[src/design/mbe_mul.sv]
// ----------------------------------------------------------------------------
// mbe_mul: shared signed multiplier with a registered product
// One W x W signed product per cycle, registered and available in the cycle after its operands.
// ----------------------------------------------------------------------------
module mbe_mul #(
  parameter int unsigned W = 32
) (
  input  logic                  clk_i,
  input  logic signed [W-1:0]   a_i,
  input  logic signed [W-1:0]   b_i,
  output logic signed [2*W-1:0] p_o
);

  logic signed [2*W-1:0] p_q;

  always_ff @(posedge clk_i) begin
    p_q <= a_i * b_i;
  end

  assign p_o = p_q;

endmodule

[config.mk]
export PLATFORM = sky130hd
export DESIGN_NAME = mbe_mul
export DESIGN_NICKNAME = d
export VERILOG_FILES = /design/src/design/mbe_mul.sv
export SDC_FILE = /design/constraint.sdc
export NUM_CORES = 2
export LEC_CHECK = 0
export BUFFER_PORTS_ARGS = -buffer_cell sky130_fd_sc_hd__buf_4
export CORE_MARGIN = 1.5
export CORE_UTILIZATION = 65
export CTS_CLUSTER_SIZE = 20
export DETAILED_ROUTE_END_ITERATION = 16
export PLACE_DENSITY = 0.83
export SETUP_SLACK_MARGIN = 0.4
export SYNTH_ARGS = -nofsm -noshare
export SYNTH_HDL_FRONTEND = slang
export SYNTH_SLANG_ARGS = --single-unit
[constraint.sdc]
create_clock -name clk_i -period 19.3 [get_ports clk_i]
set_clock_uncertainty 0.15 [all_clocks]
set_input_delay 1.93 -clock clk_i [delete_from_list [all_inputs] [get_ports clk_i]]
set_output_delay 1.93 -clock clk_i [all_outputs]
set_load 0.02 [all_outputs]
Word level (Yosys, flattened, before mapping)
Index checks and enable logic that the tools add are counted.

storage, ports and cells
  register bits after elaboration = 64
  word-level logic and storage cells = 2
  output and inout port bits = 64

cells by class
  multiply operators = 1

operator list
  cell              count
  $mul A32 B32 Y64  1

Logic depth before layout (Yosys ltp)
  word-level depth = 1
  depth in mapped cells = 28
  depth with buffers taken out = 27

Least setup slack after synthesis
OpenSTA, ideal clock, no wires.

  path kind = input port to flip-flop
  from = input port b_i[2]
  to = register p_q[62] (netlist: p_o[62])
  required time = 19.078 ns
  data arrival time = 9.119 ns
  slack = 9.959 ns
  buffers on the path = 1
  stages = 24
  cell sequence = clkbuf_1 -> nand2_1 -> inv_1 -> fa_1 -> fa_1 -> fa_1 -> fa_1 -> inv_1 -> fa_1 -> inv_1 -> fa_1 -> inv_1 -> fa_1 -> inv_1 -> fa_1 -> ha_1 -> and3_1 -> nand2_1 -> or3_1 -> o22a_1 -> o211ai_1 -> a31oi_1 -> o31ai_1 -> xor2_1

on the way
  longest elaborated chain between the ends = 1

ends and longest elaborated chain
  item                  RTL line  text
  from (decl)           10        input logic signed [W-1:0] b_i,
  $mul A32 B32 Y64      17        p_q <= a_i * b_i;
  to (signal assigned)  17
  to (decl)             14        logic signed [2*W-1:0] p_q;

Every way passes these cells.

Worst setup path after layout
  from = input port a_i[31]
  to = register p_q[62] (netlist: p_o[62])

on the way
  longest elaborated chain between the ends = 1

ends and longest elaborated chain
  item              RTL line  text
  from (decl)       9         input logic signed [W-1:0] a_i,
  $mul A32 B32 Y64  17

Every way passes these cells.

==> results.tsv <==
metric	value	unit
status	finished clean	
netlist.area_leader.share	0.582	
dr.pass1.iters	5	
rows	87	
slew_violations	0	
wl_per_cell	20.7	microns
num_vias	26163	
holdWs	1.85	ns
netlist_top_cells_count	fa_1, inv_1, and2_1	
die_x	242	microns
timing.final.setup_violations	0	
min-delay-start	a_i[0]	
min_period	10.26	ns
pre_cts_ws	8.72	ns
worstMarginPinSlew	0.817	ns
hold_end	p_o[0]$_DFF_P_	
die_h	242	microns
synth_fp_nets	5215	
htree_levels	3	
vias_per_cell	5.70	
core_area	56500	sq um
synth_cell_type_count	63	
required	19.48	ns
port_buffers	128	
cts_resized	0	
worstPathArrival	10.45	ns
synth_warnings	0	
die-area	58700	sq um
worstSetupEndpointType	register	
final-hold-violation-count	0	
overflow	0	
clkTransAtPathRegs	0.06	ns
post-synth-top-count-cell	fa_1	
ctsHoldBuffers	0	
cts_made_buffers	9	
grt_usage	0.351	
hold_path_depth	2	
worstSetupStartpoint	a_i[31]	
timing.final.crit_share	0.532	
ant_nets	0	
avgSynthCellArea	9.59	sq um
max_cap_viol_count	0	
initial_utilization	0.659	
synthCells	3884	
area_delta_synth_final	3.90	%
fmax	97.4	MHz
hpwl	77300	microns
synth_area_leader_cell	fa_1	
synth_flop_cell	dfxtp_1	
timing.final.ws_setup	9.04	ns
drc	0	
io_pins	129	
nets	5157	
grt_pass1_vias	29743	
clock-root-buffer	clkbuf_16	
crit_type	input port to register	
drt_iter0_drc	1904	
grt_pass1_wl	158000	microns
place_congestion	0.987	
async_flop_share	0	
hold_class	input port to register	
fin_tns_setup	0	ns
design_area	38700	sq um
largest_reg_flops	64	
drive_above_1_share	0.0439	
ys_ff_latch	64	
ys_seq_area_frac	0.0344	
synthTopCellsByArea	fa_1, inv_1, and2_1, ha_1, nand2_1	
clk_path_buf_depth	2	
cts.sinks	64	
critPathLaunchType	input port	
fill_cells	4141	
rsz0062_at_grt	false	
grt_max_degree	33	
dpl_cell_area	38400	sq um
wl	95200	microns
slew_headroom	0.454	
synth_edf_count	0	
cts_setup_buffers	0	
crit_fanout	32	
antenna_found_initial	8	
netlist_area	37200	sq um
tritoncts	built	
-- worst max-delay path: stages --
cell	delay (ns)
buf_4	0.34
nand2_1	0.22
inv_1	0.18
fa_1	0.47
fa_1	0.50
fa_1	0.75
fa_1	0.97
inv_1	0.41
fa_1	0.58
inv_1	0.05
fa_1	0.58
inv_1	0.06
fa_1	0.49
inv_1	0.06
fa_1	0.47
ha_1	0.42
and3_1	0.23
nand2_1	0.11
or3_1	0.38
o211ai_1	0.52
a31oi_1	0.23
o31ai_1	0.28
xor2_1	0.16
-- cells in the final DEF, fill, tap and decap left out, types with 2 or more instances in the layout --
cell	synthesis	layout
a211oi_1	4	4
a211oi_2	3	3
a21boi_0	3	3
a21o_1	23	23
a21o_2	2	2
a21oi_1	68	68
a31oi_1	12	12
and2_1	516	516
and3_1	7	7
and4_1	3	3
buf_4	0	131
clkbuf_16	0	9
clkbuf_8	0	2
clkinv_2	0	2
dfxtp_1	64	64
diode_2	0	2
fa_1	1082	1082
ha_1	184	184
inv_1	952	952
nand2_1	511	511
nand2b_1	9	9
nand3_1	15	15
nand4_1	7	7
nor2_1	42	42
nor2b_1	3	3
nor3_1	6	6
o211ai_1	3	3
o21a_1	4	4
o21ai_0	28	28
o21ai_2	2	2
o21bai_1	15	15
o22a_1	2	2
o31ai_1	6	6
or3_1	4	4
xnor2_1	53	53
xor2_1	22	22
-- metal layers --
layer,wire length (microns),share of wire,up-vias,track usage
met1,34800,0.37,13483,0.450
met2,45800,0.48,1426,0.565
met5,74,0.00078,-,0
li1,-,-,10926,-
met4,4930,0.052,12,0.169
met3,9540,0.10,316,0.0851
-- layout make-up --
| type | count | area [sq um] | share of cell area |
|---|---|---|---|
| multi-input combinational | 2668 | 31600 | 0.817 |
| sequential | 64 | 1280 | 0.0331 |
| inverter | 952 | 3570 | 0.0923 |
| clock buffer | 12 | 256 | 0.00663 |
| timing repair buffer | 131 | 983 | 0.0254 |
| clock inverter | 3 | 17.5 | 0.000453 |
| tap | 756 | 946 | 0.0244 |
| antenna | 2 | 5.00 | 0.000129 |
-- how the worst max path moves through the flow --
stage,to,slack [ns],cells past startpoint
6_report,p_o[62]$_DFF_P_,9.04,23
5_1_grt,p_o[62]$_DFF_P_,8.60,25
4_1_cts,p_o[62]$_DFF_P_,9.10,23
3_5_place_dp,p_o[62]$_DFF_P_,8.72,23
3_3_place_gp,p_o[62]$_DFF_P_,8.76,23
2_1_floorplan,p_o[62]$_DFF_P_,9.96,24
-- cells by family (layout without fill, tap and decap cells) --
logic type                 count (synthesis)  after routing  synth area share
adders and majority gates               1266           1266             0.643
buffers and inverters                   1152           1098             0.116
and+or+nand+nor                         1134           1134             0.154
AOI/OAI and AO/OA                        193            193            0.0346
xor gates and xnor gates                  75             75            0.0176
DFF                                       64             64            0.0344
other                                      0              2                 0
-- metrics by stage --
stage	cells	util
floorplan	3884	-
global placement	4571	0.680
detailed placement	4571	0.680
CTS	4586	0.685
global route	4588	0.685
finish	4588	0.685
Power is left out: the tool's default activity adds up to more than one toggle a clock period on the data nets, which glitch-free logic cannot reach.
