`config.mk`:
```
export PLATFORM = sky130hd
export DESIGN_NAME = mbe_seq
export DESIGN_NICKNAME = d
export VERILOG_FILES = /design/src/design/mbe_pkg.sv /design/src/design/mbe_seq.sv
export SDC_FILE = /design/constraint.sdc
export NUM_CORES = 1
export LEC_CHECK = 0
export BUFFER_PORTS_ARGS = -buffer_cell sky130_fd_sc_hd__buf_2
export CORE_UTILIZATION = 53
export CTS_CLUSTER_DIAMETER = 120
export DETAILED_ROUTE_END_ITERATION = 8
export GPL_TIMING_DRIVEN = 0
export PLACE_DENSITY = 0.79
export SETUP_SLACK_MARGIN = 0.2
export SLEW_MARGIN = 15
export SYNTH_ARGS = -nofsm -noshare
export SYNTH_HDL_FRONTEND = slang
export SYNTH_SLANG_ARGS = --single-unit
```
`constraint.sdc`:
```
create_clock -name clk_i -period 1.8 [get_ports clk_i]
set_input_delay 0.36 -clock clk_i [delete_from_list [all_inputs] [get_ports clk_i]]
set_output_delay 0.36 -clock clk_i [all_outputs]
set_load 0.1 [all_outputs]
```
`src/design/mbe_pkg.sv`:
```
// ----------------------------------------------------------------------------
// mbe_pkg: shared types and constants of the Mandelbrot escape iterator
// Holds the operand codes, the status and control structs and the register default.
// ----------------------------------------------------------------------------
package mbe_pkg;

  // Width and reset value of the iteration limit register.
  localparam int unsigned IterWidth = 16;
  localparam logic [IterWidth-1:0] MAX_ITER_RESET = 16'd256;

  // Operand selection of the shared multiplier.
  localparam logic [1:0] OPS_RR = 2'd0;  // re * re
  localparam logic [1:0] OPS_II = 2'd1;  // im * im
  localparam logic [1:0] OPS_RI = 2'd2;  // re * im

  // Status from the datapath to the sequencer.
  typedef struct packed {
    logic start;     // input transaction accepted this cycle
    logic escape;    // |z|^2 > 4 on the registered squares
    logic out_free;  // output register can take a result this cycle
  } stat_t;

  // Controls from the sequencer to the datapath.
  typedef struct packed {
    logic [1:0] op_sel;  // multiplier operands
    logic       idle;    // ready for a new point
    logic       load;    // latch c and clear z
    logic       cap_rr;  // capture re^2 from the multiplier
    logic       cap_ii;  // capture im^2 from the multiplier
    logic       upd;     // write z = z^2 + c
    logic       fin;     // load the output register
    logic       zero;    // result is zero (limit reached)
  } ctrl_t;

endpackage

```
`src/design/mbe_seq.sv`:
```
// ----------------------------------------------------------------------------
// mbe_seq: iteration sequencer of the Mandelbrot escape iterator
// Steps the shared multiplier through re^2, im^2 and re*im, counts iterations
// and decides between escape and reaching the limit.
// ----------------------------------------------------------------------------
module mbe_seq (
  input  logic                           clk_i,
  input  logic                           rst_ni,
  input  logic [mbe_pkg::IterWidth-1:0]  max_iter_i,
  input  mbe_pkg::stat_t                 stat_i,
  output mbe_pkg::ctrl_t                 ctrl_o
);

  localparam logic [2:0] ST_IDLE = 3'd0;
  localparam logic [2:0] ST_RR   = 3'd1;
  localparam logic [2:0] ST_II   = 3'd2;
  localparam logic [2:0] ST_RI   = 3'd3;
  localparam logic [2:0] ST_CHK  = 3'd4;
  localparam logic [2:0] ST_DONE = 3'd5;

  logic [2:0]                      state_q, state_d;
  logic [mbe_pkg::IterWidth-1:0]   cnt_q, cnt_d;
  logic                            zero_q, zero_d;

  always_comb begin
    state_d        = state_q;
    cnt_d          = cnt_q;
    zero_d         = zero_q;
    ctrl_o         = '0;
    ctrl_o.op_sel  = mbe_pkg::OPS_RR;
    ctrl_o.zero    = zero_q;
    case (state_q)
      ST_IDLE: begin
        ctrl_o.idle = 1'b1;
        if (stat_i.start) begin
          ctrl_o.load = 1'b1;
          cnt_d       = '0;
          state_d     = ST_RR;
        end
      end
      ST_RR: begin
        ctrl_o.op_sel = mbe_pkg::OPS_RR;
        if (cnt_q == max_iter_i) begin
          zero_d  = 1'b1;
          state_d = ST_DONE;
        end else begin
          state_d = ST_II;
        end
      end
      ST_II: begin
        ctrl_o.op_sel = mbe_pkg::OPS_II;
        ctrl_o.cap_rr = 1'b1;
        state_d       = ST_RI;
      end
      ST_RI: begin
        ctrl_o.op_sel = mbe_pkg::OPS_RI;
        ctrl_o.cap_ii = 1'b1;
        state_d       = ST_CHK;
      end
      ST_CHK: begin
        if (stat_i.escape) begin
          zero_d  = 1'b0;
          state_d = ST_DONE;
        end else begin
          ctrl_o.upd = 1'b1;
          cnt_d      = cnt_q + 1'b1;
          state_d    = ST_RR;
        end
      end
      ST_DONE: begin
        if (stat_i.out_free) begin
          ctrl_o.fin = 1'b1;
          state_d    = ST_IDLE;
        end
      end
      default: begin
        state_d = ST_IDLE;
      end
    endcase
  end

  always_ff @(posedge clk_i or negedge rst_ni) begin
    if (!rst_ni) begin
      state_q <= ST_IDLE;
      cnt_q   <= '0;
      zero_q  <= 1'b0;
    end else begin
      state_q <= state_d;
      cnt_q   <= cnt_d;
      zero_q  <= zero_d;
    end
  end

  // The counter never passes the limit while a point is iterated.
  assert property (@(posedge clk_i) disable iff (!rst_ni)
    (state_q == ST_CHK) |-> (cnt_q < max_iter_i))
    else $error("iteration count reached the limit before the escape test");

  // Reaching the limit always produces a zero result.
  assert property (@(posedge clk_i) disable iff (!rst_ni)
    (state_q == ST_RR && cnt_q == max_iter_i) |=> (state_q == ST_DONE && zero_q))
    else $error("limit reached without a zero result");

  // An update always counts one more iteration.
  assert property (@(posedge clk_i) disable iff (!rst_ni)
    ctrl_o.upd |=> (cnt_q == $past(cnt_q) + 1'b1))
    else $error("update without an iteration count step");

endmodule
```
==> results_dict.tcl, run 1 <==
set metrics [dict create \
    status "did not finish" \
    failing_step "5_1_grt" \
    tool.error "[ERROR GRT-0232] Routing congestion too high. Check the congestion heatmap in the GUI." \
    place.gp.congestion 0.8028 \
    async_flop_share 1.000 \
    grt_overflow 8 \
    synth_top_area_share 0.3839 \
    cts_buffers 3 \
    std_cell_rows 17 \
    grt_max_degree 21 \
    synth_edf_count 0 \
    io_pins 30 \
    ys.warnings.count 0 \
    clock-root-buffer "clkbuf_4" \
    hpwl_um 2362 \
    synth_nets 166 \
    synth_sequential_area_ratio 0.3839 \
    worstEpCategory "primary output" \
    ys.flop_type "dfrtp_1" \
    io_buffer_count 29 \
    die_w_um 51.60 \
    syn-cell-area_sq_um 1304 \
    ctsHtreeMaxLevel 1 \
    hold_buffers 0 \
    synthTopCellsByCount "dfrtp_1, xor2_1, nand2_1, a21oi_1" \
    grt_usage 0.7290 \
    synth_area_per_cell_sq_um 9.054 \
    start_util 0.5782 \
    clockBufferDepth 2 \
    yosysUniqueCellTypes 38 \
    synth.area.top_cells "dfrtp_1, xor2_1, nand2_1" \
    synthCells 144 \
    synth_top_cell_by_area "dfrtp_1" \
    ys_seq_elements 20 \
    cts.sink_count 20 \
    yosysMostFrequentCell "dfrtp_1" \
    postGrtWorstEndpoint "ctrl_o[5]" \
    die_h_um 51.60 \
]
timing repair:
item | CTS
hold endpoints to repair | 0
cloned | 2
setup buffers | 19
endpoints found under the setup margin | 16
pin swaps | 18
gates resized for setup | 39
through the flow:
stage	setup WS [ns]	cells	area, sq um
2_1_floorplan	-0.4089	144	1399
3_3_place_gp	-0.1016	201	1579
3_5_place_dp	-0.1203	201	1579
4_1_cts	-0.02802	226	1931
per-layer routing:
metal  GRT usage  overflow
met1      0.7467         0
met2      0.8896         2
met3      0.5409         0
met4      0.7703         6
met5     0.04762         0
cells by family after synthesis:
kind of cell,synth area share
DFF,0.3839
buffers and inverters,0.04030
AOI/OAI and AO/OA,0.1555
xor gates and xnor gates,0.1209
adders and majority gates,0.009595
and+or+nand+nor,0.2898
==> run 2, diff against run 1 <==
CORE_AREA = 2 2 63 65   (was default)
CORE_UTILIZATION = default   (was 53)
CTS_CLUSTER_DIAMETER = default   (was 120)
DIE_AREA = 0 0 65 67   (was default)
PLACE_DENSITY = default   (was 0.79)
PLACE_DENSITY_LB_ADDON = 0.15   (was default)
SETUP_SLACK_MARGIN = default   (was 0.2)
==> run 2 against run 1 <==
The flow now finishes, with violations (negative setup slack). Synthesized cell count did not move. Synthesized area did not move.
==> results_dict.tcl, run 2 <==
set metrics [dict create \
    status "complete, but fails checks" \
    violations "negative setup slack" \
    clock-root-buffer "clkbuf_8" \
    regMostFlops "cnt_q" \
    place.gp.congestion 0.8178 \
    start_util 0.3616 \
    max_cap_viol_count 0 \
    hpwl_um 2553 \
    hold_viol 0 \
    ys.flop_type "dfrtp_1" \
    io_buffer_count 29 \
    yosysUniqueCellTypes 38 \
    finalSetupViolations 3 \
    max_freq_ghz 0.5521 \
    via_per_inst 5.280 \
    synthCells 144 \
    hold_buffers 0 \
    crit_fanout 7 \
    fp.coreArea_sq_um 3606 \
    synth_top_cell_by_area "dfrtp_1" \
    antenna_left 0 \
    min_path_type "in2async" \
    tritoncts "built" \
    antenna_found_initial 0 \
    synthTopCellsByCount "dfrtp_1, xor2_1, nand2_1, a21oi_1" \
    leakagePower_nw 0.8456 \
    io_pins 30 \
    cp-end-kind "flip-flop" \
    async_flop_share 1.000 \
    area_growth_pct 46.93 \
    power.density_nw_per_um2 1196 \
    drv_slew 0 \
    skew_ns 0.006349 \
    die_w_um 65 \
    rsz0062_at_grt "true" \
    clockBufferDepth 2 \
    synth.area.top_cells "dfrtp_1, xor2_1, nand2_1" \
    grt_pass1_vias 1198 \
    diodes 0 \
    final_nets 218 \
    std_cell_rows 22 \
    drive_gt1_frac 0.4308 \
    clk_latency_ns 0.26 \
    synth_sequential_area_ratio 0.3839 \
    grt_overflow 0 \
    reg2reg_slack_ns -0.01 \
    ir_drop_mv 0.5508 \
    grt_max_degree 21 \
    largest_reg_flops 16 \
    fin_crit_sh 1.006 \
    syn-cell-area_sq_um 1304 \
    drt_iter0_markers 111 \
    drc 0 \
    synth_area_per_cell_sq_um 9.054 \
    placed_area_sq_um 1604 \
    period_minus_slack_ns 1.811 \
    cts.sink_count 20 \
    dr.pass1.iters 4 \
    wl_um 3703 \
    grt_pass1_wl_um 5761 \
    ctsHtreeMaxLevel 1 \
    ys.warnings.count 0 \
    path_class "reg2reg" \
    synth_edf_count 0 \
    num_vias 1283 \
    cts_buffers 3 \
    worst_pin_slew_ns 0.4881 \
    path_clk_slew_ns 0.08 \
    grt_usage 0.1785 \
    synth_nets 166 \
    layout_commonest_cell "buf_2" \
    wl_per_cell_um 15.24 \
    slew_headroom 0.6746 \
    reg2regPathDepth 6 \
    ys_seq_elements 20 \
    reg_top3 "cnt_q x16, state_q x3, zero_q x1" \
    cp.required_ns 1.94 \
    start_kind "flip-flop" \
    r2r-start "state_q[1]" \
    worstPathArrival_ns 1.95 \
    fin_setup_tns_ns -0.02136 \
    r2r_end "cnt_q[12]" \
    fin_area_sq_um 1916 \
    synth_top_area_share 0.3839 \
    fin_ws_ns -0.01131 \
    die_h_um 67 \
    hold_slack_ns 0.04729 \
    mostFrequentLayoutCells "buf_2, xor2_1, buf_4, dfrtp_1, nand2_1" \
    yosysMostFrequentCell "dfrtp_1" \
    dieArea_sq_um 4355 \
]
run 2: kinds of logic after synthesis:
| group | count (synthesis) | share of synthesized area |
|---|---|---|
| and+or+nand+nor | 62 | 0.2898 |
| AOI/OAI and AO/OA | 32 | 0.1555 |
| DFF | 20 | 0.3839 |
| xor gates and xnor gates | 18 | 0.1209 |
| buffers and inverters | 11 | 0.04030 |
| adders and majority gates | 1 | 0.009595 |
run 2: power breakdown:
part	switching [mW]	internal (mW)	total, mW
Combinational	0.886	0.521	1.41
Clock	0.154	0.158	0.312
Sequential	0.0796	0.492	0.572
Total	1.12	1.17	2.29
run 2: layer usage:
metal,track usage,vias up,wire length [um]
met5,0,-,0
met4,0.06915,0,74
met3,0.02534,7,169
met2,0.2835,43,1735
met1,0.2445,601,1722
li1,-,632,-
run 2: through the flow:
step	utilization	setup slack, ns	instances	power [mW]
5_1_grt	0.5312	-0.07248	243	2.402
3_5_place_dp	0.4448	-0.1268	221	1.665
6_report	0.5312	-0.01131	243	2.290
3_3_place_gp	0.4448	-0.1234	221	1.658
2_1_floorplan	-	-0.4089	144	1.490
4_1_cts	0.4844	-0.03243	231	2.164
run 2: how the worst max path moves through the flow:
stage / startpoint / endpoint / slack (ns) / cells past startpoint
after floorplan: state_q[2] / ctrl_o[5] / -0.41 / 5
after global placement: state_q[2] / ctrl_o[5] / -0.12 / 6
after detailed placement: state_q[2] / ctrl_o[5] / -0.13 / 6
after CTS: state_q[1] / cnt_q[14] / -0.03 / 5
after global routing: state_q[1] / cnt_q[12] / -0.07 / 6
final: state_q[1] / cnt_q[12] / -0.01 / 6
run 2: layout make-up:
type	instances	area, sq um
Buffer	5	53.80
Clock buffer	4	45.04
Fill cell	337	1690
Inverter	5	23.77
Multi-Input combinational cell	114	884.6
Sequential cell	20	503.0
Tap cell	48	60.06
Timing Repair Buffer	47	345.3
run 2: critical path, cell delays in order, from the launching register on:
cell and delay (ns):
dfrtp_2 0.49, buf_6 0.15, nor2_4 0.24, nand4_4 0.19
buf_6 0.18, o311ai_2 0.29, o41ai_1 0.13
run 2: timing repair:
item / in CTS / in global routing
endpoints found under the setup margin: 8 / 15
setup buffers: 7 / 10
pin swaps: 3 / 9
resized for setup: 20 / 18
cloned: 0 / 2
(Power assumes the default switching activity.)
==> run 3, diff against run 2 <==
PLACE_DENSITY = 0.65   (was default)
PLACE_DENSITY_LB_ADDON = default   (was 0.15)
SETUP_SLACK_MARGIN = 0.1   (was default)
==> run 3 against run 2 <==
Sequential power shrank 0.9%. Design area grew 9.8%. The run now ends clean. Highest routed layer unchanged. Critical path type is now reg2out. Largest cell class unchanged. Core utilization grew 5.2 points. Hold slack lost 0.0081 ns. Fmax grew 1.5%.
==> results_dict.tcl, run 3 (synthesized netlist as in run 2, its figures left out) <==
set metrics [dict create \
    dieArea_sq_um 4355 \
    crit_family "buffers and inverters" \
    max_cap_viol_count 0 \
    io_buffer_count 29 \
    grt.met3_usage 0.02196 \
    regMostFlops "cnt_q" \
    die_w_um 65 \
    crit_path_cell_trace "buf_6, nand2b_4, nor2_4, buf_12, buf_12" \
    drt_iter0_markers 29 \
    period_minus_slack_ns 1.785 \
    worst_pin_slew_ns 0.4857 \
    clockBufferDepth 2 \
    hpwl_um 2454 \
    path_clk_slew_ns 0.08 \
    power.density_nw_per_um2 1269 \
    cts.sink_count 20 \
    num_vias 1342 \
    cp.required_ns 1.44 \
    drc 0 \
    mostFrequentLayoutCells "buf_4, buf_2, xor2_1" \
    cp_slowest_stage_delay_ns 0.40 \
    slew_headroom 0.6784 \
    top_usage_layer "met2" \
    hold_viol 0 \
    place_inst 221 \
    ir_drop_mv 0.5065 \
    hold_buffers 0 \
    io_pins 30 \
    n_fill_cell 319 \
    std_cell_rows 22 \
    cp-end-kind "output pin" \
    worstPathArrival_ns 1.43 \
    clock-root-buffer "clkbuf_8" \
    p_total_mw 2.669 \
    finalSetupViolations 0 \
    layout_commonest_cell "buf_4" \
    leakagePower_nw 0.9291 \
    die_h_um 67 \
    max_freq_ghz 0.5602 \
    slowest_stage "dfrtp_1" \
    path_class "reg2out" \
    via_per_inst 5.325 \
    area_growth_pct 61.32 \
    clk_latency_ns 0.26 \
    grt_pass1_wl_um 5927 \
    start_util 0.3616 \
    final_nets 227 \
    grt_use_met2 0.3235 \
    antenna_found_initial 0 \
    tritoncts "built" \
    grt_max_degree 21 \
    wl_um 3908 \
    drive_gt1_frac 0.5147 \
    reg_top3 "cnt_q x16, state_q x3, zero_q x1" \
    dr.pass1.iters 6 \
    wl_per_cell_um 15.51 \
    start_kind "flip-flop" \
    min_path_type "in2async" \
    grt_pass1_vias 1293 \
    crit_fanout 7 \
    drv_slew 0 \
    skew_ns 0.001844 \
    met1_usage 0.2230 \
    cpMostUsedCell "buf_12" \
    stdcell_count 252 \
    cts_buffers 3 \
    largest_reg_flops 16 \
    fin_crit_sh 0.9917 \
    antenna_left 0 \
    ctsHtreeMaxLevel 1 \
    path_buf_inv 3 \
    status "finished clean" \
    fp.coreArea_sq_um 3606 \
    grt_usage 0.1786 \
    grt_overflow 0 \
    place.gp.congestion 0.8382 \
    diodes 0 \
    rsz0062_at_grt "true" \
]
-- run 3: power by group --
part	internal (mW)	switching (mW)
Sequential	0.492	0.0750
Combinational	0.763	0.982
Clock	0.195	0.161
-- run 3: worst register-to-register path, stage by stage, from the launching register on --
cell and delay [ns]:
dfrtp_2 0.48, buf_6 0.16, nor2_4 0.14, nand4_4 0.20, or4_4 0.56, a21oi_2 0.13
-- run 3: worst paths after layout --
check	from	end	slack, ns	cells after the start
setup / recovery	state_q[2]	ctrl_o[7]	0.01	5
setup reg to reg	state_q[1]	cnt_q[9]	0.08	5
hold / removal	rst_ni	cnt_q[11]	0.04	1
hold reg to reg	zero_q	zero_q	0.51	2
min in group clk_i	stat_i[1]	state_q[2]	0.49	3
max in group asynchronous	rst_ni	state_q[1]	1.41	1
-- run 3: through the flow --
step	util	TNS, ns	setup slack (ns)	hold WS [ns]	instance area, sq um
global route	0.5833	-0.08340	-0.04614	0.06921	2103
detailed placement	0.4448	-0.1498	-0.09051	0.3452	1604
global placement	0.4448	-0.1198	-0.08094	0.3386	1604
CTS	0.5111	0	0.02797	0.05707	1843
floorplan	-	-3.397	-0.4089	0.06441	1399
finish	0.5833	0	0.01499	0.03921	2103
-- run 3: cell type report --
| class | instances | area [sq um] | share of cell area |
|---|---|---|---|
| Buffer | 6 | 77.57 | 0.03688 |
| Clock buffer | 4 | 55.05 | 0.02617 |
| Inverter | 5 | 23.77 | 0.01130 |
| Multi-Input combinational cell | 113 | 923.4 | 0.4390 |
| Sequential cell | 20 | 504.2 | 0.2397 |
| Tap cell | 48 | 60.06 | 0.02855 |
| Timing Repair Buffer | 56 | 459.2 | 0.2183 |
-- run 3: timing repair --
item	in CTS	in global routing
endpoints found under the hold margin	0	0
resized for setup	21	39
pin swaps	4	15
setup endpoints to repair	9	18
buffers inserted	15	12
-- run 3: per-layer routing --
layer | vias up | wire length, um
met5 | - | 0
met2 | 36 | 2025
met3 | 5 | 154
li1 | 644 | -
met1 | 657 | 1687
met4 | 0 | 40
